### src/hrv_time_domain_metrics_top_defines.svh
// Assertion macros shared by the HRV time-domain block.
// HRV_ASSERT checks an expression at every clock edge out of reset.
// HRV_ASSERT_NEXT checks that the consequent holds in the cycle after the antecedent.
`ifndef HRV_TIME_DOMAIN_METRICS_TOP_DEFINES_SVH
`define HRV_TIME_DOMAIN_METRICS_TOP_DEFINES_SVH
`ifndef SYNTH
`define HRV_ASSERT(lbl, expr, msg) \
	lbl: assert property (@(posedge clk) disable iff (!arst_n) (expr)) else $error(msg);
`define HRV_ASSERT_NEXT(lbl, ante, cons, msg) \
	lbl: assert property (@(posedge clk) disable iff (!arst_n) (ante) |=> (cons)) \
		else $error(msg);
`else
`define HRV_ASSERT(lbl, expr, msg)
`define HRV_ASSERT_NEXT(lbl, ante, cons, msg)
`endif
`endif

### src/hrv_tdm_pkg.sv
package hrv_tdm_pkg;

	localparam int unsigned VAL_W             = 22;
	localparam int unsigned MAX_INTERVALS_DEF = 65536;
	// count width for the largest supported record length
	localparam int unsigned REC_CNT_W         = 21;
	localparam int unsigned IDX_W             = 4;
	localparam int unsigned MET_W             = 32;
	localparam int unsigned NUM_METRICS       = 14;
	localparam int unsigned Q_DEPTH           = 4;
	localparam int unsigned Q_PTR_W           = 2;
	localparam logic [VAL_W-1:0] THR_RESET    = 22'd50000;

	typedef enum logic [IDX_W-1:0] {
		MET_TOTAL    = 4'd0,
		MET_ACCEPTED = 4'd1,
		MET_EXCLUDED = 4'd2,
		MET_CLIPPED  = 4'd3,
		MET_ECTOPIC  = 4'd4,
		MET_ARTIFACT = 4'd5,
		MET_MEAN     = 4'd6,
		MET_HR       = 4'd7,
		MET_SDNN     = 4'd8,
		MET_RMSSD    = 4'd9,
		MET_PNN50    = 4'd10,
		MET_SD1      = 4'd11,
		MET_SD2      = 4'd12,
		MET_RATIO    = 4'd13
	} metric_e;

	// queued interval; keep is low once the record has reached its length limit
	typedef struct packed {
		logic [VAL_W-1:0] rr_value_us;
		logic             is_clipped;
		logic             is_ectopic;
		logic             has_artifact;
		logic             is_excluded;
		logic             last_interval;
		logic             keep;
	} item_t;

	// record totals handed from the accumulator to the metric engine
	typedef struct packed {
		logic [REC_CNT_W-1:0] total;
		logic [REC_CNT_W-1:0] accepted;
		logic [REC_CNT_W-1:0] excluded;
		logic [REC_CNT_W-1:0] clipped;
		logic [REC_CNT_W-1:0] ectopic;
		logic [REC_CNT_W-1:0] artifact;
		logic [REC_CNT_W-1:0] pairs;
		logic [REC_CNT_W-1:0] over;
		logic [63:0]          s1;
		logic [63:0]          s2;
		logic [63:0]          d1;   // two's complement
		logic [63:0]          d2;
	} rec_t;

endpackage

### src/hrv_tdm_acc.sv
`include "hrv_time_domain_metrics_top_defines.svh"

module hrv_tdm_acc import hrv_tdm_pkg::*; #(
	parameter int unsigned MAX_INTERVALS = MAX_INTERVALS_DEF
) (
	input  logic             clk,
	input  logic             arst_n,
	input  logic             cfg_we,
	input  logic [VAL_W-1:0] cfg_wdata,
	input  item_t            head,
	input  logic             head_valid,
	output logic             pop,
	output rec_t             rec,
	output logic             rec_valid,
	input  logic             rec_ready
);

	localparam int unsigned CNT_W = $clog2(MAX_INTERVALS + 1);
	localparam int unsigned S1_W  = CNT_W + VAL_W;
	localparam int unsigned DF_W  = VAL_W + 1;
	localparam int unsigned D1_W  = CNT_W + VAL_W + 1;

	typedef enum logic [1:0] {A_RUN, A_DRAIN, A_HAND} acc_state_t;

	acc_state_t       st_q;
	logic [VAL_W-1:0] thr_q;
	logic [CNT_W-1:0] total_q, accepted_q, excluded_q, clipped_q;
	logic [CNT_W-1:0] ectopic_q, artifact_q, pairs_q, over_q;
	logic [S1_W-1:0]  s1_q;
	logic [63:0]      s2_q;
	logic [D1_W-1:0]  d1_q;
	logic [63:0]      d2_q;
	logic [VAL_W-1:0] prev_q;
	logic             prev_excl_q;

	// stage 1: value, difference; stage 2: squares
	logic              acc_s1, pair_s1, acc_s2, pair_s2;
	logic [VAL_W-1:0]  v_s1, mag_s1, v_s2;
	logic [DF_W-1:0]   diff_s1, diff_s2;
	logic [2*VAL_W-1:0] vsq_s2, msq_s2;

	logic             take;
	logic             is_pair;
	logic [VAL_W-1:0] mag;
	logic [DF_W-1:0]  diff;
	logic [64:0]      s2_sum, d2_sum;

	assign pop     = head_valid && (st_q == A_RUN);
	assign take    = pop && head.keep;
	assign is_pair = !head.is_excluded && !prev_excl_q;
	assign mag     = (head.rr_value_us >= prev_q) ? head.rr_value_us - prev_q
	                                              : prev_q - head.rr_value_us;
	assign diff    = {1'b0, head.rr_value_us} - {1'b0, prev_q};
	assign s2_sum  = {1'b0, s2_q} + 65'(vsq_s2);
	assign d2_sum  = {1'b0, d2_q} + 65'(msq_s2);

	always_ff @(posedge clk) begin
		v_s1    <= head.rr_value_us;
		mag_s1  <= mag;
		diff_s1 <= diff;
		v_s2    <= v_s1;
		diff_s2 <= diff_s1;
		vsq_s2  <= v_s1 * v_s1;
		msq_s2  <= mag_s1 * mag_s1;
	end

	always_ff @(posedge clk or negedge arst_n) begin
		if (!arst_n) begin
			st_q        <= A_RUN;
			thr_q       <= THR_RESET;
			total_q     <= '0;
			accepted_q  <= '0;
			excluded_q  <= '0;
			clipped_q   <= '0;
			ectopic_q   <= '0;
			artifact_q  <= '0;
			pairs_q     <= '0;
			over_q      <= '0;
			s1_q        <= '0;
			s2_q        <= '0;
			d1_q        <= '0;
			d2_q        <= '0;
			prev_q      <= '0;
			prev_excl_q <= 1'b1;
			acc_s1      <= 1'b0;
			pair_s1     <= 1'b0;
			acc_s2      <= 1'b0;
			pair_s2     <= 1'b0;
		end else begin
			if (cfg_we) begin
				thr_q <= cfg_wdata;
			end

			acc_s1  <= take && !head.is_excluded;
			pair_s1 <= take && is_pair;
			acc_s2  <= acc_s1;
			pair_s2 <= pair_s1;

			if (take) begin
				total_q    <= total_q + 1'b1;
				clipped_q  <= clipped_q + CNT_W'(head.is_clipped);
				ectopic_q  <= ectopic_q + CNT_W'(head.is_ectopic);
				artifact_q <= artifact_q + CNT_W'(head.has_artifact);
				if (head.is_excluded) begin
					excluded_q <= excluded_q + 1'b1;
				end else begin
					accepted_q <= accepted_q + 1'b1;
					if (is_pair) begin
						pairs_q <= pairs_q + 1'b1;
						if (mag > thr_q) begin
							over_q <= over_q + 1'b1;
						end
					end
				end
				prev_q      <= head.rr_value_us;
				prev_excl_q <= head.is_excluded;
			end

			if (acc_s2) begin
				s1_q <= s1_q + S1_W'(v_s2);
				s2_q <= s2_sum[64] ? '1 : s2_sum[63:0];
			end
			if (pair_s2) begin
				d1_q <= d1_q + {{(D1_W-DF_W){diff_s2[DF_W-1]}}, diff_s2};
				d2_q <= d2_sum[64] ? '1 : d2_sum[63:0];
			end

			unique case (st_q)
				A_RUN: begin
					if (pop && head.last_interval) begin
						st_q <= A_DRAIN;
					end
				end
				A_DRAIN: begin
					if (!acc_s1 && !acc_s2) begin
						st_q <= A_HAND;
					end
				end
				A_HAND: begin
					if (rec_ready) begin
						st_q        <= A_RUN;
						total_q     <= '0;
						accepted_q  <= '0;
						excluded_q  <= '0;
						clipped_q   <= '0;
						ectopic_q   <= '0;
						artifact_q  <= '0;
						pairs_q     <= '0;
						over_q      <= '0;
						s1_q        <= '0;
						s2_q        <= '0;
						d1_q        <= '0;
						d2_q        <= '0;
						prev_q      <= '0;
						prev_excl_q <= 1'b1;
					end
				end
				default: st_q <= A_RUN;
			endcase
		end
	end

	assign rec_valid = (st_q == A_HAND);

	always_comb begin
		rec.total    = REC_CNT_W'(total_q);
		rec.accepted = REC_CNT_W'(accepted_q);
		rec.excluded = REC_CNT_W'(excluded_q);
		rec.clipped  = REC_CNT_W'(clipped_q);
		rec.ectopic  = REC_CNT_W'(ectopic_q);
		rec.artifact = REC_CNT_W'(artifact_q);
		rec.pairs    = REC_CNT_W'(pairs_q);
		rec.over     = REC_CNT_W'(over_q);
		rec.s1       = 64'(s1_q);
		rec.s2       = s2_q;
		rec.d1       = {{(64-D1_W){d1_q[D1_W-1]}}, d1_q};
		rec.d2       = d2_q;
	end

	`HRV_ASSERT_NEXT(a_rec_cleared, rec_valid && rec_ready, total_q == '0 && prev_excl_q, "record not cleared after hand-off")
	`HRV_ASSERT(a_drain_quiet, (st_q == A_HAND) |-> (!acc_s1 && !acc_s2), "hand-off with sums in flight")

endmodule

### config.mk
export PLATFORM = sky130hd
export DESIGN_NAME = hrv_tdm_acc
export DESIGN_NICKNAME = d
export VERILOG_FILES = /design/src/hrv_tdm_pkg.sv /design/src/hrv_tdm_acc.sv
export VERILOG_INCLUDE_DIRS = /design/src /design/src/src
export SDC_FILE = /design/constraint.sdc
export NUM_CORES = 2
export LEC_CHECK = 0
export ABC_CLOCK_PERIOD_IN_PS = 8450
export BUFFER_PORTS_ARGS = -buffer_cell sky130_fd_sc_hd__buf_4
export CAP_MARGIN = 20
export CORE_ASPECT_RATIO = 0.6
export CORE_MARGIN = 10
export CORE_UTILIZATION = 42
export DETAILED_ROUTE_END_ITERATION = 8
export SLEW_MARGIN = 30
export SYNTH_ARGS = -nofsm -noshare
export SYNTH_HDL_FRONTEND = slang
export SYNTH_SLANG_ARGS = --single-unit
### constraint.sdc
create_clock -name clk -period 8.45 [get_ports clk]
set_input_delay 0.4225 -clock clk [delete_from_list [all_inputs] [get_ports clk]]
set_output_delay 0.4225 -clock clk [all_outputs]
set_load 0.1 [all_outputs]
# Word-level counts from Yosys, hierarchy flattened
# Index checks and enable logic that the tools add are counted.
[totals]
out_inout_bits = 426
ramBits = 0
latchBits = 0
rom_bits = 0
n_memories = 0
inputBits = 55
reg_bits = 594
word_cells = 120
[op_classes]
reduce_logical = 13
bitwise_logic = 0
shift = 0
order_cmp = 2
n_div = 0
multipliers = 2
n_eq_ne = 5
add_sub_neg = 15
n_mux = 56
[ops]
columns = ["cell", "count"]
rows = [
  ["$mux W17", 31],
  ["$mux W64", 8],
  ["$add A64 B44 Y65", 2],
  ["$mux W40", 3],
  ["$mux W39", 3],
  ["$mul A22 B22 Y44", 2],
  ["$mux W22", 4],
  ["$add A17 B1 Y17 const B", 5],
  ["$add A17 B1 Y17", 3],
  ["$sub A22 B22 Y22", 2],
  ["$add A40 B40 Y40", 1],
  ["$add A39 B22 Y39", 1],
  ["$sub A22 B22 Y23", 1],
  ["$ge A22 B22 Y1", 1],
  ["$gt A22 B22 Y1", 1],
  ["$logic_and A1 B1 Y1", 7],
  ["$mux W2", 3],
  ["$pmux W2 S3", 1],
  ["$logic_not A1 Y1", 4],
  ["$ne A2 B1 Y1 const B", 2],
  ["$mux W1", 3],
  ["$reduce_and A3 Y1", 1],
  ["$eq A2 B1 Y1 const B", 1],
  ["$eq A2 B2 Y1 const B", 1],
  ["other kinds (2)", 2],
]

# Longest topological paths before layout
[logic_depth]
ltp_word = 9
mapped_depth = 28
mapped_depth_nobuf = 27

# Worst setup path after synthesis
# Ideal clock, no wire load.
[synth_timing]
path_kind = "reg2reg"
startpoint = "register mag_s1[5]"
endpoint = "register msq_s2[42]"
required_time_ps = 8378
path_buffers = 2
t_arrival_ps = 6852
setup_slack_ps = 1526
stages_incl_launch_ff = 26
period_less_slack_ps = 6924
setup_time_ps = 72
cell_sequence = "dfxtp_1 > clkbuf_1 > clkbuf_1 > nand2_1 > fa_1 > inv_1 > fa_1 > inv_1 > fa_1 > inv_1 > fa_1 > fa_1 > fa_1 > fa_1 > ha_1 > nand4_1 > o22ai_1 > a211oi_1 > o31ai_1 > o311ai_1 > a31oi_1 > a21oi_1 > o211ai_1 > a31o_2 > a21oi_1 > xnor2_1"
[synth_between]
elab_chain_len = 1
[synth_lines]
columns = ["element", "line_no", "text"]
rows = [
  ["from (decl)", "hrv_tdm_acc.sv:38", "logic [VAL_W-1:0] v_s1, mag_s1, v_s2;"],
  ["from (signal assigned)", "hrv_tdm_acc.sv:59", "mag_s1 <= mag;"],
  ["$mul A22 B22 Y44", "hrv_tdm_acc.sv:64", "msq_s2 <= mag_s1 * mag_s1;"],
  ["to (signal assigned)", "hrv_tdm_acc.sv:64", ""],
  ["to (decl)", "hrv_tdm_acc.sv:40", "logic [2*VAL_W-1:0] vsq_s2, msq_s2;"],
]
# No other way between the ends.
# A chain may end at the register's enable or synchronous reset.

# Final worst setup path
[layout_timing]
startpoint = "register mag_s1[4]"
endpoint = "register msq_s2[42]"
# The elaborated chain is that of the path after synthesis.

==> metrics <==
row cnt roughly 110; crit share post-route 92.4%; Crit path largest cell delay 0.84 ns; clk_lat worst skew 0.70 ns; share of cells above drive strength 1 10.5%; die area between 150000 and 200000 um2; commonest cells after routing, fill and taps aside 1013 x inv_1, 690 x fa_1, 555 x nand2_1, 555 x ha_1, 505 x buf_4; Max Cap Viol 0; EDFF count, synth 0; nets 8082; Initial Util 42.3%; Final min period 7.81 ns; Fmax achieved roughly 0.13 GHz; DRT iter0 DRCs 3512; sequential fraction of the synthesis area about a quarter; Worst slew margin 37.1%; DRT Pass-1 Iters 5; post-cts resize count 0; Clock Sinks 589; Worst path slowest cell dfxtp_1; setup TNS 0 ns; final hold viol count 0; Horiz. Die Dim 504 um; post-layout util 48.0%; vias in the first global route 45700; DIE HEIGHT 311 um; Fin Clk Skew 0.0527 ns; Placed Area about 64000 um2; Clock transition at path regs 0.06 ns; area grow syn2layout 13.4%; pre-CTS WS around 0.71 ns; largest net degree at the start of global routing 144; Req. time, crit path ~9.1 ns; CP Data Arrival Time between 8 and 9 ns; H-tree depth 3; Fillers 13300; Syn Inst Count 6411; top cells by area, synth fa_1 23%, dfrtp_1 16%, ha_1 12%; gpl congestion 0.937; worst hold path class input port to register; Root Driver clkbuf_16; Core Box Area 140000 um2; GR Overflow Total 0; total number of yosys warnings 0; initial antenna violation count 27; Final setup viols 0; Setup WS post-layout between 0.6 and 0.7 ns; worst-case clock buffer depth 3; Mapped Avg Cell Area between 9 and 10 um2; per-cell routed wire length 21.0 um; design area 67000 um2; I/O pins 481; Post-route DRC 0; post-synth top area share 23.4%; Worst path most repeated cell fa_1; I/O Buffers 423; final wirelength 184000 um; most common cell after layout, fill and taps aside inv_1; Setup crit end kind register; synthesized area between 50000 and 60000 um2; area leader, netlist fa_1; status complete, no violations; via/cell ratio about 5.2; ys async rst share 66.9%; CTS Buf Count 69; CP Cell Sequence nand2_1, fa_1, inv_1, fa_1, inv_1, fa_1, inv_1, fa_1, fa_1, fa_1, fa_1, ha_1, nand4_1, o22ai_1, a211oi_1, o31ai_1, o311ai_1, a31oi_1, a21oi_1, o211ai_1, a31o_2, a21oi_1, xnor2_1; RSZ-0062 raised after global routing no; #FFs+latches synth between 500 and 600; first-pass GRT wire length 285000 um; actual slew at the worst max-slew pin 0.943 ns; Netlist cell types 100; DR vias 45600; startpoint types register; Slew Limit Fails 0; critical path class register to register; GRT Util Overall 23.1%; Final ANT Viol Nets 0; ys flop type dfrtp_1; Critical Path Fanout Max 15; CTS tree done; Post-DP HPWL ~150000 um
per-layer routing:
metal  vias up  global-route usage (%)  part of all wire [%]
met4        20                    4.88                   2.1
met3       221                    8.04                    11
li1      21400                       -                     -
met5         -                       0                 0.066
met2      1561                    29.3                    37
met1     22400                    36.6                    50
worst max-delay path: cells and delay by family, from the launching register on:
kind,cells,cell delay [ns]
flops,1,0.84
compound gates,9,2.39
buf+inv,3,0.17
xor+xnor,1,0.13
fa+ha+maj,8,3.84
simple gates,2,0.37
final timing paths:
| kind | startpoint | to | slack (ns) | cells past startpoint |
|---|---|---|---|---|
| setup / recovery | mag_s1[4] | msq_s2[42] | 0.64 | 23 |
| hold / removal | cfg_wdata[11] | thr_q[11] | 0.05 | 3 |
| setup reg to reg | mag_s1[4] | msq_s2[42] | 0.64 | 23 |
| hold reg to reg | diff_s1[3] | diff_s2[3] | 0.32 | 0 |
| max in group asynchronous | arst_n | d2_q[15] | 6.22 | 4 |
| min in group asynchronous | arst_n | artifact_q[10] | 0.39 | 2 |
stage by stage:
stage               cells  hold slack [ns]
floorplan            6467            0.127
detailed placement   8558            0.312
global placement     8558            0.311
global route         8734           0.0278
CTS                  8729          0.00888
finish               8738           0.0511
flip-flops by register name, indices dropped and copies added (netlist names), 23 cells and up:
name / count
d1_q: 40
d2_q: 64
vsq_s2: 43
s2_q: 64
s1_q: 39
diff_s1: 23
msq_s2: 43
synth_stat cells, drive strengths merged (10+ instances only):
master	n
inv	1013
fa	690
nand2	557
ha	555
a21oi	417
nor2	399
dfrtp	387
o21ai	265
and2	209
clkbuf	207
xnor2	205
xor2	204
dfxtp	195
a21o	186
buf	103
nand3	94
nand4	74
mux2i	57
and3	50
nor3	49
a31oi	42
o21bai	41
nor2b	37
nand2b	36
o21a	34
or3	31
a211oi	27
or2	21
o31ai	19
and4	17
o211ai	13
o22ai	12
a2111oi	10
a31o	10
nor4	10
kinds of logic (layout without fill, tap and decap cells):
kind of cell             count (synthesis)  count (layout)  share of synthesized area, %
AND/OR/NAND/NOR                       1617            1617                          13.0
buffers and inverters                 1323            1695                          8.96
adder cells (fa/ha/maj)               1246            1246                          35.1
AO/OA/AOI/OAI                         1164            1164                          12.5
flip-flops                             589             589                          23.3
XOR/XNOR                               409             409                          6.06
multiplexers                            62              62                          1.06
other                                    1              66                       0.00635
what timing repair did:
| action | in CTS | in global routing |
|---|---|---|
| setup endpoints to repair | 0 | 0 |
| buffers inserted | 0 | 0 |
| hold endpoints to repair | 159 | 0 |
| hold buffers | 43 | 0 |
final cells by class:
class	instances	area [um2]	area share (%)
antenna	9	22.5	0.0336
clock buffer	99	2030	3.03
clock inverter	29	393	0.586
inverter	1013	3800	5.68
multi-input combinational	4555	40300	60.1
sequential	589	13800	20.6
tap	1890	2360	3.53
timing repair buffer	554	4330	6.46
Power is left out: the tool's default activity adds up to more than one toggle a clock period on the data nets, which glitch-free logic cannot reach.
