[src/hrv_time_domain_metrics_top_defines.svh]
// Assertion macros shared by the HRV time-domain block.
// HRV_ASSERT checks an expression at every clock edge out of reset.
// HRV_ASSERT_NEXT checks that the consequent holds in the cycle after the antecedent.
`ifndef HRV_TIME_DOMAIN_METRICS_TOP_DEFINES_SVH
`define HRV_TIME_DOMAIN_METRICS_TOP_DEFINES_SVH
`ifndef SYNTH
`define HRV_ASSERT(lbl, expr, msg) \
	lbl: assert property (@(posedge clk) disable iff (!arst_n) (expr)) else $error(msg);
`define HRV_ASSERT_NEXT(lbl, ante, cons, msg) \
	lbl: assert property (@(posedge clk) disable iff (!arst_n) (ante) |=> (cons)) \
		else $error(msg);
`else
`define HRV_ASSERT(lbl, expr, msg)
`define HRV_ASSERT_NEXT(lbl, ante, cons, msg)
`endif
`endif

[src/hrv_tdm_pkg.sv]
package hrv_tdm_pkg;

	localparam int unsigned VAL_W             = 22;
	localparam int unsigned MAX_INTERVALS_DEF = 65536;
	// count width for the largest supported record length
	localparam int unsigned REC_CNT_W         = 21;
	localparam int unsigned IDX_W             = 4;
	localparam int unsigned MET_W             = 32;
	localparam int unsigned NUM_METRICS       = 14;
	localparam int unsigned Q_DEPTH           = 4;
	localparam int unsigned Q_PTR_W           = 2;
	localparam logic [VAL_W-1:0] THR_RESET    = 22'd50000;

	typedef enum logic [IDX_W-1:0] {
		MET_TOTAL    = 4'd0,
		MET_ACCEPTED = 4'd1,
		MET_EXCLUDED = 4'd2,
		MET_CLIPPED  = 4'd3,
		MET_ECTOPIC  = 4'd4,
		MET_ARTIFACT = 4'd5,
		MET_MEAN     = 4'd6,
		MET_HR       = 4'd7,
		MET_SDNN     = 4'd8,
		MET_RMSSD    = 4'd9,
		MET_PNN50    = 4'd10,
		MET_SD1      = 4'd11,
		MET_SD2      = 4'd12,
		MET_RATIO    = 4'd13
	} metric_e;

	// queued interval; keep is low once the record has reached its length limit
	typedef struct packed {
		logic [VAL_W-1:0] rr_value_us;
		logic             is_clipped;
		logic             is_ectopic;
		logic             has_artifact;
		logic             is_excluded;
		logic             last_interval;
		logic             keep;
	} item_t;

	// record totals handed from the accumulator to the metric engine
	typedef struct packed {
		logic [REC_CNT_W-1:0] total;
		logic [REC_CNT_W-1:0] accepted;
		logic [REC_CNT_W-1:0] excluded;
		logic [REC_CNT_W-1:0] clipped;
		logic [REC_CNT_W-1:0] ectopic;
		logic [REC_CNT_W-1:0] artifact;
		logic [REC_CNT_W-1:0] pairs;
		logic [REC_CNT_W-1:0] over;
		logic [63:0]          s1;
		logic [63:0]          s2;
		logic [63:0]          d1;   // two's complement
		logic [63:0]          d2;
	} rec_t;

endpackage

[src/hrv_tdm_ifs.sv]
interface hrv_tdm_in_if import hrv_tdm_pkg::*; ();
	logic             valid;
	logic             ready;
	logic [VAL_W-1:0] rr_value_us;
	logic             is_clipped;
	logic             is_ectopic;
	logic             has_artifact;
	logic             is_excluded;
	logic             last_interval;

	modport source (output valid, rr_value_us, is_clipped, is_ectopic, has_artifact,
		is_excluded, last_interval, input ready);
	modport sink (input valid, rr_value_us, is_clipped, is_ectopic, has_artifact,
		is_excluded, last_interval, output ready);
endinterface


[src/hrv_tdm_front.sv]
`include "hrv_time_domain_metrics_top_defines.svh"

module hrv_tdm_front import hrv_tdm_pkg::*; #(
	parameter int unsigned MAX_INTERVALS = MAX_INTERVALS_DEF
) (
	input  logic         clk,
	input  logic         arst_n,
	hrv_tdm_in_if.sink   rr_in,
	output item_t        head,
	output logic         head_valid,
	input  logic         pop
);

	localparam int unsigned CNT_W = $clog2(MAX_INTERVALS + 1);

	item_t              mem_q [Q_DEPTH];
	logic [Q_PTR_W-1:0] wr_q;
	logic [Q_PTR_W-1:0] rd_q;
	logic [Q_PTR_W:0]   cnt_q;
	logic [CNT_W-1:0]   rec_cnt_q;
	logic               push;
	logic               keep;
	item_t              item;

	assign rr_in.ready = (cnt_q != (Q_PTR_W+1)'(Q_DEPTH));
	assign push        = rr_in.valid && rr_in.ready;
	assign keep        = (rec_cnt_q < CNT_W'(MAX_INTERVALS));

	always_comb begin
		item.rr_value_us   = rr_in.rr_value_us;
		item.is_clipped    = rr_in.is_clipped;
		item.is_ectopic    = rr_in.is_ectopic;
		item.has_artifact  = rr_in.has_artifact;
		item.is_excluded   = rr_in.is_excluded;
		item.last_interval = rr_in.last_interval;
		item.keep          = keep;
	end

	always_ff @(posedge clk) begin
		if (push) begin
			mem_q[wr_q] <= item;
		end
	end

	always_ff @(posedge clk or negedge arst_n) begin
		if (!arst_n) begin
			wr_q      <= '0;
			rd_q      <= '0;
			cnt_q     <= '0;
			rec_cnt_q <= '0;
		end else begin
			if (push) begin
				wr_q <= wr_q + 1'b1;
				if (rr_in.last_interval) begin
					rec_cnt_q <= '0;
				end else if (keep) begin
					rec_cnt_q <= rec_cnt_q + 1'b1;
				end
			end
			if (pop) begin
				rd_q <= rd_q + 1'b1;
			end
			unique case ({push, pop})
				2'b10:   cnt_q <= cnt_q + 1'b1;
				2'b01:   cnt_q <= cnt_q - 1'b1;
				default: cnt_q <= cnt_q;
			endcase
		end
	end

	assign head       = mem_q[rd_q];
	assign head_valid = (cnt_q != '0);

	`HRV_ASSERT(a_q_bound, cnt_q <= (Q_PTR_W+1)'(Q_DEPTH), "queue fill above depth")

endmodule

[src/flat_wrapper.sv]
// flat-port wrapper written by rule: the top's interface ports become plain ports
module hrv_tdm_front_flat import hrv_tdm_pkg::*;
#(
	parameter int unsigned MAX_INTERVALS = MAX_INTERVALS_DEF
)
  (clk, arst_n, head, head_valid, pop, rr_in_valid, rr_in_rr_value_us, rr_in_is_clipped, rr_in_is_ectopic, rr_in_has_artifact, rr_in_is_excluded, rr_in_last_interval, rr_in_ready);
  hrv_tdm_in_if rr_in_i ();
  input  logic clk;
  input  logic arst_n;
  output item_t head;
  output logic head_valid;
  input  logic pop;
  input wire logic [$bits(rr_in_i.valid)-1:0] rr_in_valid;
  input wire logic [$bits(rr_in_i.rr_value_us)-1:0] rr_in_rr_value_us;
  input wire logic [$bits(rr_in_i.is_clipped)-1:0] rr_in_is_clipped;
  input wire logic [$bits(rr_in_i.is_ectopic)-1:0] rr_in_is_ectopic;
  input wire logic [$bits(rr_in_i.has_artifact)-1:0] rr_in_has_artifact;
  input wire logic [$bits(rr_in_i.is_excluded)-1:0] rr_in_is_excluded;
  input wire logic [$bits(rr_in_i.last_interval)-1:0] rr_in_last_interval;
  output wire logic [$bits(rr_in_i.ready)-1:0] rr_in_ready;
  assign rr_in_i.valid = rr_in_valid;
  assign rr_in_i.rr_value_us = rr_in_rr_value_us;
  assign rr_in_i.is_clipped = rr_in_is_clipped;
  assign rr_in_i.is_ectopic = rr_in_is_ectopic;
  assign rr_in_i.has_artifact = rr_in_has_artifact;
  assign rr_in_i.is_excluded = rr_in_is_excluded;
  assign rr_in_i.last_interval = rr_in_last_interval;
  assign rr_in_ready = rr_in_i.ready;
  hrv_tdm_front #(.MAX_INTERVALS(MAX_INTERVALS)) u_core (.clk(clk), .arst_n(arst_n), .rr_in(rr_in_i), .head(head), .head_valid(head_valid), .pop(pop));
endmodule
[config.mk]
export PLATFORM = sky130hd
export DESIGN_NAME = hrv_tdm_front_flat
export DESIGN_NICKNAME = d
export VERILOG_FILES = /design/src/hrv_tdm_pkg.sv /design/src/hrv_tdm_ifs.sv /design/src/hrv_tdm_front.sv /design/src/flat_wrapper.sv
export VERILOG_INCLUDE_DIRS = /design/src /design/src/src
export SDC_FILE = /design/constraint.sdc
export NUM_CORES = 1
export LEC_CHECK = 0
export BUFFER_PORTS_ARGS = -buffer_cell sky130_fd_sc_hd__buf_2
export CORE_ASPECT_RATIO = 2
export CORE_MARGIN = 10
export CORE_UTILIZATION = 58
export DETAILED_ROUTE_END_ITERATION = 10
export PLACE_DENSITY = 0.87
export SLEW_MARGIN = 15
export SYNTH_ARGS = -nofsm -noshare
export SYNTH_HDL_FRONTEND = slang
export SYNTH_SLANG_ARGS = --single-unit
export TNS_END_PERCENT = 100
[constraint.sdc]
create_clock -name clk -period 2.7 [get_ports clk]
set_input_delay 0 -clock clk [delete_from_list [all_inputs] [get_ports clk]]
set_output_delay 0 -clock clk [all_outputs]
set_load 0.02 [all_outputs]
# --- Word-level counts from Yosys, hierarchy flattened ---
# Memory sizes are Yosys's and may differ from the RTL's.
# Index checks and enable logic that the tools add are counted.
op_classes:
  n_reduce_logical: 5
  n_eq_ne: 3
  order_cmp: 1
  add_sub_neg: 5
  mux: 5
ops:
  columns: ["op", "n"]
  rows:
  - ["$mux W17", 2]
  - ["$add A17 B1 Y17 const B", 1]
  - ["$lt A17 B17 Y1 const B", 1]
  - ["$pmux W3 S2", 1]
  - ["$add A2 B1 Y2 const B", 2]
  - ["$reduce_bool A2 Y1", 2]
  - ["$add A3 B1 Y3 const B", 1]
  - ["$ne A3 B3 Y1 const B", 1]
  - ["$reduce_bool A3 Y1", 1]
  - ["$sub A3 B1 Y3 const B", 1]
  - ["$eq A2 B1 Y1 const B", 1]
  - ["$eq A2 B2 Y1 const B", 1]
  - ["$mux W1", 2]
  - ["$reduce_and A2 Y1", 1]
  - ["$logic_and A1 B1 Y1", 1]
word_totals:
  wordCells: 24
  reg_bits: 24
  memories: 1
  ramBits: 112
mem_list:
  columns: ["memory", "depth", "width", "read_ports", "rd_clocked_by_memory_dff", "wr", "line", "rtl"]
  rows:
  - ["u_core.mem_q", 4, 28, 1, 0, 1, "hrv_tdm_front.sv:16", "item_t mem_q [Q_DEPTH];"]

# --- Depth between registers and ports, before layout ---
# Gate-level depths: netlist (run 1).
logic_depth:
  ltp_word: 4
  ltp_mapped: 11
  ltp_nobuf: 10

# --- Least setup slack after synthesis (run 1) ---
# OpenSTA, ideal clock, no wires.
synth_path:
  path_kind: "register to register"
  startpoint: "register u_core.cnt_q[1]"
  endpoint: "register u_core.cnt_q[2]"
  slack_ns: 0.387
  n_path_buf: 1
  path_stages_with_launch: 12
  arrival_time_ns: 2.234
  setup_time_ns: 0.079
  cell_sequence: "dfrtp_1 nor3b_2 inv_2 and2_1 buf_2 inv_2 ha_1 inv_1 fa_1 xor2_1 nor2_1 xor2_1"
synth_via:
  elab_chain_cells: 4
synth_lines:
  columns: ["element", "line", "rtl"]
  rows:
  - ["start: declaration", "hrv_tdm_front.sv:19", "logic [Q_PTR_W:0] cnt_q;"]
  - ["start signal: assignment", "hrv_tdm_front.sv:64", "2'b10: cnt_q <= cnt_q + 1'b1;"]
  - ["start signal: assignment", "hrv_tdm_front.sv:65", "2'b01: cnt_q <= cnt_q - 1'b1;"]
  - ["start signal: assignment", "hrv_tdm_front.sv:66", "default: cnt_q <= cnt_q;"]
  - ["$ne A3 B3 Y1 (*)", "hrv_tdm_front.sv:25", "assign rr_in.ready = (cnt_q != (Q_PTR_W+1)'(Q_DEPTH));"]
  - ["named net rr_in_ready", "flat_wrapper.sv:20", "output wire logic [$bits(rr_in_i.ready)-1:0] rr_in_ready;"]
  - ["$logic_and A1 B1 Y1 (*)", "hrv_tdm_front.sv:26", "assign push = rr_in.valid && rr_in.ready;"]
  - ["$eq A2 B1 Y1 or $eq A2 B2 Y1 (tied branches)", "hrv_tdm_front.sv:63", "unique case ({push, pop})"]
  - ["$pmux W3 S2 or $reduce_bool A2 Y1 (tied branches)", null, null]
# The timed path passes the listed nets; every way through them passes the cells marked *.
# A chain may end at the register's enable or synchronous reset.

# --- Final worst setup path (run 1) ---
layout_path:
  startpoint: "register u_core.cnt_q[1]"
  endpoint: "register u_core.cnt_q[2]"
layout_via:
  elab_chain_cells: 4
layout_lines:
  columns: ["element", "line"]
  rows:
  - ["$ne A3 B3 Y1", "hrv_tdm_front.sv:25"]
  - ["$logic_and A1 B1 Y1", "hrv_tdm_front.sv:26"]
  - ["$eq A2 B1 Y1 or $eq A2 B2 Y1 (tied branches)", "hrv_tdm_front.sv:63"]
  - ["$pmux W3 S2 or $reduce_bool A2 Y1 (tied branches)", null]
# Parallel ways exist; a longest one is shown, timed or not.

==> impl_metrics.env, run 1 <==
export IMPL_outcome="complete, no violations"
export IMPL_buffer_ports_inserted=60
export IMPL_hold_viol=0
export IMPL_hold_path_class="in2async"
export IMPL_net_count_after_synthesis=323
export IMPL_layout_nets=424
export IMPL_fraction_of_the_yosys_area_taken_by_sequential_cells_pct=74.05
export IMPL_fillerInstances=496
export IMPL_worst_setup_path_end_kind="register"
export IMPL_timing_max_slew_rel_slack_pct=49.48
export IMPL_final_setup_worst_slack_ns=0.2226
export IMPL_initial_core_util_pct=59.39
export IMPL_timing_final_crit_period_ns=2.477
export IMPL_netlist_area_pre_place_sq_um=5353
export IMPL_crit_path_top_delay_cell="sky130_fd_sc_hd__dfrtp_1"
export IMPL_critical_path_cell_chain="nor3b_4, inv_2, and2_1, inv_2, ha_1, inv_1, fa_1, xor2_1, nor2_1, xor2_1"
export IMPL_detailed_place_hpwl_um=6117
export IMPL_kind_of_start_point_of_the_critical_path="register"
export IMPL_dp_cells=439
export IMPL_fin_hold_ws_ns=0.1102
export IMPL_cts_sinks=136
export IMPL_insertion_delay_ns=0.41
export IMPL_postRouteAntennaNets=0
export IMPL_num_antenna_cells=0
export IMPL_die_x_um=87.93
export IMPL_synthCells=285
export IMPL_setup_violations_final=0
export IMPL_setup_worst_path_class="reg2reg"
export IMPL_syn_avg_cell_area_sq_um=18.78
export IMPL_rows=49
export IMPL_p_leak_nw=2.384
export IMPL_crit_path_max_fanout=10
export IMPL_yosysWarnings=0
export IMPL_drt_initial_drc_count=169
export IMPL_grt_pass1_wl_um=16290
export IMPL_totalPowerFinal_mw=7.002
export IMPL_cts_buffer_count=17
export IMPL_drt_wl_total_um=10240
export IMPL_clk_pin_slew_ns=0.05
export IMPL_cts_root_buffer_cell="sky130_fd_sc_hd__clkbuf_16"
export IMPL_cp_arrival_ns=2.79
export IMPL_vias_in_the_first_global_route=3105
export IMPL_multiInputGateArea_sq_um=1310
export IMPL_power_density_nw_per_um2=1060
export IMPL_post_route_drc_count=0
export IMPL_die_h_um=155.9
export IMPL_required_ns=3.01
export IMPL_number_of_synthesized_register_bits=136
export IMPL_area_growth_pct=23.40
export IMPL_grt_overflow=0
export IMPL_antenna_found_initial=0
export IMPL_finalClockSkew_ns=0.009607
export IMPL_setup_total_negative_slack_ns=0
export IMPL_final_max_slew_violation_count=0
export IMPL_cts_htree_levels=4
export IMPL_cp_slowest_stage_delay_ns=0.43
export IMPL_track_usage_pct=15.78
export IMPL_final_cells=500
export IMPL_yosysUniqueCellTypes=31
export IMPL_final_layout_size_suffix_gt1_share_pct=31.66
export IMPL_drt_vias_per_instance=5.890
export IMPL_maxCapViolCount=0
export IMPL_peakVddDrop_mv=0.8172
export IMPL_routed_via_count=2945
export IMPL_part_of_the_cycle_the_worst_path_needs_pct=91.76
export IMPL_place_congestion=0.8741
export IMPL_worst_slew_pin_slew_ns=0.7578
export IMPL_fmaxAchievable_mhz=403.6
export IMPL_cts_tree="built"
export IMPL_drt_pass1_iter_count=4
export IMPL_io_pins=61
export IMPL_cts_buffer_depth=2
export IMPL_wl_per_cell_um=20.49
export IMPL_die_area_sq_um=13700
export IMPL_final_seq_area_sq_um=3965
export IMPL_coreArea_sq_um=9012
export IMPL_grt_start_max_net_pins=29
export IMPL_dp_worst_setup_slack_ns=0.2417
[final cells by class]
class	count	area share, %
sequential	136	60.03
multi-input combinational	128	19.83
timing repair buffer	93	9.434
clock buffer	18	6.497
tap	102	1.932
clock inverter	13	1.705
inverter	10	0.5683
[layout by cell type, fill, tap and decap left out, types with 7 or more instances in the layout]
| cell | count |
|---|---|
| sky130_fd_sc_hd__a21oi_1 | 11 |
| sky130_fd_sc_hd__buf_2 | 60 |
| sky130_fd_sc_hd__clkbuf_16 | 17 |
| sky130_fd_sc_hd__dfrtp_1 | 23 |
| sky130_fd_sc_hd__dlygate4sd3_1 | 30 |
| sky130_fd_sc_hd__edfxtp_1 | 112 |
| sky130_fd_sc_hd__inv_1 | 8 |
| sky130_fd_sc_hd__mux4_2 | 28 |
| sky130_fd_sc_hd__nand2_1 | 11 |
| sky130_fd_sc_hd__o21ai_0 | 7 |
| sky130_fd_sc_hd__o31ai_1 | 9 |
| sky130_fd_sc_hd__or4_1 | 8 |
[registers in the layout (all words and copies together), names as in the netlist]
name / count
u_core.mem_q: 112
u_core.rec_cnt_q: 17
u_core.cnt_q: 3
u_core.rd_q: 2
u_core.wr_q: 2
[worst max-delay path: cells and delay by family (launching register included)]
kind	cells	cell delay, ns
AND/OR/NAND/NOR	3	0.67
adder cells (fa/ha/maj)	2	0.58
flip-flops	1	0.43
XOR/XNOR	2	0.36
buffers and inverters	3	0.34
[where the power goes]
| part | switching (mW) | internal (mW) | total (mW) | leakage, nW |
|---|---|---|---|---|
| Combinational | 1.18 | 0.814 | 1.99 | 0.786 |
| Sequential | 0.167 | 2.72 | 2.89 | 1.33 |
| Clock | 0.798 | 1.33 | 2.12 | 0.269 |
| Total | 2.14 | 4.86 | 7.00 | 2.38 |
[logic make-up (layout without fill, tap and decap cells)]
kind of cell | Yosys count | after routing | synth area share [%]
flops | 136 | 136 | 74.05
simple gates | 55 | 55 | 6.054
mux | 29 | 29 | 11.97
compound gates | 28 | 28 | 3.085
buf+inv | 21 | 134 | 1.589
xor+xnor | 9 | 9 | 1.473
fa+ha+maj | 7 | 7 | 1.777
[per-stage QoR]
stage / instance area (sq um) / utilization, %
2_1_floorplan: 5353 / -
3_3_place_gp: 5757 / 63.88
3_5_place_dp: 5757 / 63.88
4_1_cts: 6599 / 73.22
5_1_grt: 6605 / 73.29
6_report: 6605 / 73.29
[timing repair]
| action | 4_1_cts | 5_1_grt |
|---|---|---|
| setup endpoints to repair | 0 | 1 |
| resized for setup | 0 | 1 |
| setup buffers | 0 | 0 |
| hold endpoints to repair | 137 | 0 |
| hold buffers | 30 | 0 |
[synthesized netlist by cell type]
cell type	count	share of area [%]
sky130_fd_sc_hd__o31ai_1	9	1.3
sky130_fd_sc_hd__edfxtp_1	112	63
sky130_fd_sc_hd__nand4_1	6	0.70
sky130_fd_sc_hd__a22oi_1	1	0.14
sky130_fd_sc_hd__and3_2	5	0.70
sky130_fd_sc_hd__xnor2_1	6	0.98
sky130_fd_sc_hd__nor2b_1	1	0.12
sky130_fd_sc_hd__inv_1	8	0.56
sky130_fd_sc_hd__inv_2	2	0.14
sky130_fd_sc_hd__o21ai_0	7	0.65
sky130_fd_sc_hd__buf_2	5	0.47
sky130_fd_sc_hd__a21oi_1	11	1.0
sky130_fd_sc_hd__mux2i_1	1	0.19
sky130_fd_sc_hd__nor3_1	1	0.093
sky130_fd_sc_hd__and3_1	3	0.35
sky130_fd_sc_hd__and4_1	1	0.16
sky130_fd_sc_hd__xor2_1	3	0.49
sky130_fd_sc_hd__ha_1	6	1.4
sky130_fd_sc_hd__or3_1	4	0.47
sky130_fd_sc_hd__nor4_1	2	0.23
sky130_fd_sc_hd__nand2b_1	1	0.12
sky130_fd_sc_hd__dfrtp_1	24	11
sky130_fd_sc_hd__nand3_1	5	0.47
sky130_fd_sc_hd__fa_1	1	0.37
sky130_fd_sc_hd__and2_1	2	0.23
sky130_fd_sc_hd__clkbuf_1	6	0.42
sky130_fd_sc_hd__mux4_2	28	12
sky130_fd_sc_hd__or4_1	8	1.1
sky130_fd_sc_hd__nand2_1	11	0.77
sky130_fd_sc_hd__nor3b_2	1	0.23
sky130_fd_sc_hd__nor2_1	4	0.28
[metal layers]
metal / wire [um] / part of all wire (%) / vias up / GRT usage, %
li1: - / - / 1352 / -
met1: 3751 / 37 / 1492 / 17.17
met2: 5675 / 55 / 87 / 26.81
met3: 585 / 5.7 / 14 / 5.335
met4: 231 / 2.3 / 0 / 6.870
met5: 0 / 0 / - / 0
[worst paths after layout]
kind	start	to	slack, ns	cells after the start
min in group clk	rr_in_rr_value_us[4]	u_core.mem_q[0][10]$_DFFE_PP_	0.35	2
max in group asynchronous	arst_n	u_core.rd_q[0]$_DFFE_PN0P_	2.17	2
min reg2reg	u_core.cnt_q[2]$_DFFE_PN0P_	u_core.cnt_q[2]$_DFFE_PN0P_	0.54	1
min	arst_n	u_core.wr_q[0]$_DFFE_PN0P_	0.11	2
max	u_core.cnt_q[1]$_DFFE_PN0P_	u_core.cnt_q[2]$_DFFE_PN0P_	0.22	10
max reg2reg	u_core.cnt_q[1]$_DFFE_PN0P_	u_core.cnt_q[2]$_DFFE_PN0P_	0.22	10
Power figures use the tool's default switching activity.
==> run 2, diff against run 1 <==
--- a/config.mk
+++ b/config.mk
@@ -11,7 +11,7 @@
 export CORE_MARGIN = 10
 export CORE_UTILIZATION = 58
 export DETAILED_ROUTE_END_ITERATION = 10
-export PLACE_DENSITY = 0.87
+export PLACE_DENSITY = 0.85
 export SLEW_MARGIN = 15
 export SYNTH_ARGS = -nofsm -noshare
 export SYNTH_HDL_FRONTEND = slang
==> run 2 against run 1 <==
Net effect: setup slack better by 0.016 ns; via count rose by 3.1%; sequential cell count unchanged; worst hold slack improved by 0.013 ns; maximum frequency rose by 0.64%; non-clock buffer count decreased by 1; sequential power about the same; count of clock-buffer cells in the layout grew 8; die area is the same; highest routed layer unchanged; first-iteration DRC count grew 57%; sequential share of layout area grew 0.17 points; clock power down 3%.
==> impl_metrics.env, run 2 (synthesis results as in run 1) <==
export IMPL_cts_tree="built"
export IMPL_cts_root_buffer_cell="sky130_fd_sc_hd__clkbuf_16"
export IMPL_timing_final_crit_period_ns=2.462
export IMPL_clk_pin_slew_ns=0.06
export IMPL_hold_path_class="in2async"
export IMPL_cts_htree_levels=4
export IMPL_coreArea_sq_um=9012
export IMPL_num_antenna_cells=0
export IMPL_vias_in_the_first_global_route=3267
export IMPL_fillerInstances=522
export IMPL_die_x_um=87.93
export IMPL_power_internal_mw=4.822
export IMPL_wl_per_cell_um=21.73
export IMPL_required_ns=3.03
export IMPL_final_layout_size_suffix_gt1_share_pct=30.90
export IMPL_track_usage_pct=17.14
export IMPL_dp_worst_setup_slack_ns=0.2350
export IMPL_peakVddDrop_mv=0.6413
export IMPL_rows=49
export IMPL_power_switching_mw=2.129
export IMPL_buffer_ports_inserted=60
export IMPL_pwr_share_comb_pct=28.4
export IMPL_io_pins=61
export IMPL_netSwitchingFraction_pct=30.63
export IMPL_crit_path_max_fanout=10
export IMPL_part_of_the_cycle_the_worst_path_needs_pct=91.17
export IMPL_relative_contribution_of_the_clock_network_to_total_power_pct=29.6
export IMPL_drt_initial_drc_count=265
export IMPL_drt_wl_total_um=10870
export IMPL_final_cell_mix="112 x sky130_fd_sc_hd__edfxtp_1, 60 x sky130_fd_sc_hd__buf_2, 30 x sky130_fd_sc_hd__dlygate4sd3_1, 28 x sky130_fd_sc_hd__mux4_2, 23 x sky130_fd_sc_hd__dfrtp_1"
export IMPL_timing_max_slew_rel_slack_pct=49.37
export IMPL_max_ffs_per_register=112
export IMPL_die_h_um=155.9
export IMPL_kind_of_start_point_of_the_critical_path="register"
export IMPL_postRouteAntennaNets=0
export IMPL_drt_vias_per_instance=6.072
export IMPL_hold_viol=0
export IMPL_initial_core_util_pct=59.39
export IMPL_grt_pass1_wl_um=17590
export IMPL_area_growth_pct=23.05
export IMPL_crit_path_top_delay_cell="sky130_fd_sc_hd__dfrtp_1"
export IMPL_cts_sinks=136
export IMPL_cts_buffer_count=17
export IMPL_final_max_slew_violation_count=0
export IMPL_outcome="complete, no violations"
export IMPL_worst_setup_path_end_kind="register"
export IMPL_drt_pass1_iter_count=4
export IMPL_critical_path_cell_chain="nor3b_2, inv_2, and2_1, inv_2, ha_1, inv_1, fa_1, xor2_1, nor2_1, xor2_1"
export IMPL_post_cts_setup_buffers=0
export IMPL_worst_slew_pin_slew_ns=0.7595
export IMPL_cp_slowest_stage_delay_ns=0.41
export IMPL_cp_arrival_ns=2.79
export IMPL_top_regs="u_core.mem_q (112), u_core.rec_cnt_q (17), u_core.cnt_q (3)"
export IMPL_path_buf_inv=3
export IMPL_sequential_cell_fraction_of_total_power_pct=42.0
export IMPL_layout_nets=423
export IMPL_insertion_delay_ns=0.40
export IMPL_final_setup_worst_slack_ns=0.2383
export IMPL_place_congestion=0.8973
export IMPL_setup_violations_final=0
export IMPL_cts_buffer_depth=2
export IMPL_detailed_place_hpwl_um=6479
export IMPL_utilization_pct=73.08
export IMPL_post_route_drc_count=0
export IMPL_setup_total_negative_slack_ns=0
export IMPL_fmaxAchievable_mhz=406.2
export IMPL_routed_via_count=3036
export IMPL_critical_path_top_delay_family="simple AND/OR/NAND/NOR gates"
export IMPL_finalClockSkew_ns=0.005752
export IMPL_die_area_sq_um=13700
export IMPL_setup_worst_path_class="reg2reg"
export IMPL_rsz0062_at_grt="no"
export IMPL_grt_overflow=0
export IMPL_final_common_cell="sky130_fd_sc_hd__edfxtp_1"
export IMPL_maxCapViolCount=0
export IMPL_power_density_nw_per_um2=1055
export IMPL_p_leak_nw=2.372
export IMPL_grt_start_max_net_pins=29
export IMPL_antenna_found_initial=0
export IMPL_top_register="u_core.mem_q"
## run 2: what timing repair did
| action | CTS | global route |
|---|---|---|
| hold buffers | 30 | 0 |
| resized for setup | 0 | 0 |
| hold endpoints to repair | 137 | 0 |
## run 2: routing by layer
metal | vias to the layer above | GRT usage (%) | part of all wire [%]
met3 | 15 | 5.387 | 5.2
met1 | 1563 | 18.46 | 36
met2 | 110 | 29.70 | 57
met4 | 0 | 7.176 | 2.0
met5 | - | 0 | 0
li1 | 1348 | - | -
## run 2: path summary, 6_finish.rpt
| check | depth (start not counted) | slack, ns | end | start |
|---|---|---|---|---|
| min in group clk | 2 | 0.35 | u_core.mem_q[0][2]$_DFFE_PP_ | rr_in_is_excluded |
| setup reg to reg | 10 | 0.24 | u_core.cnt_q[2]$_DFFE_PN0P_ | u_core.cnt_q[1]$_DFFE_PN0P_ |
| hold reg to reg | 1 | 0.51 | u_core.cnt_q[2]$_DFFE_PN0P_ | u_core.cnt_q[2]$_DFFE_PN0P_ |
| hold / removal | 2 | 0.12 | u_core.rec_cnt_q[12]$_DFFE_PN0P_ | arst_n |
| setup / recovery | 10 | 0.24 | u_core.cnt_q[2]$_DFFE_PN0P_ | u_core.cnt_q[1]$_DFFE_PN0P_ |
| max in group asynchronous | 2 | 2.17 | u_core.rd_q[0]$_DFFE_PN0P_ | arst_n |
## run 2: through the flow
stage | power [mW] | instances | hold WS, ns | cell area, sq um
after floorplan | 4.258 | 285 | -0.2956 | 5353
after global placement | 4.844 | 438 | 0.01105 | 5762
after detailed placement | 4.911 | 438 | 0.01561 | 5762
after CTS | 7.019 | 500 | 0.1240 | 6586
after global routing | 7.294 | 500 | 0.1513 | 6586
final | 6.951 | 500 | 0.1233 | 6586
## run 2: power groups by stage
stage / clock network (mW) / registers (mW) / logic (mW)
after floorplan: 0 / 2.84 / 1.42
after global placement: 0 / 2.91 / 1.93
after detailed placement: 0 / 2.95 / 1.96
after CTS: 2.08 / 2.92 / 2.02
after global routing: 2.19 / 2.96 / 2.14
final: 2.05 / 2.92 / 1.97
## run 2: final cells by class
class,instances,area (sq um),area share (%)
Multi-Input combinational cell,128,1304,19.79
Tap cell,102,127.6,1.938
Timing Repair Buffer,92,628.1,9.536
Clock inverter,6,55.05,0.8359
Sequential cell,136,3965,60.20
Inverter,10,37.54,0.5699
Clock buffer,26,469.2,7.124
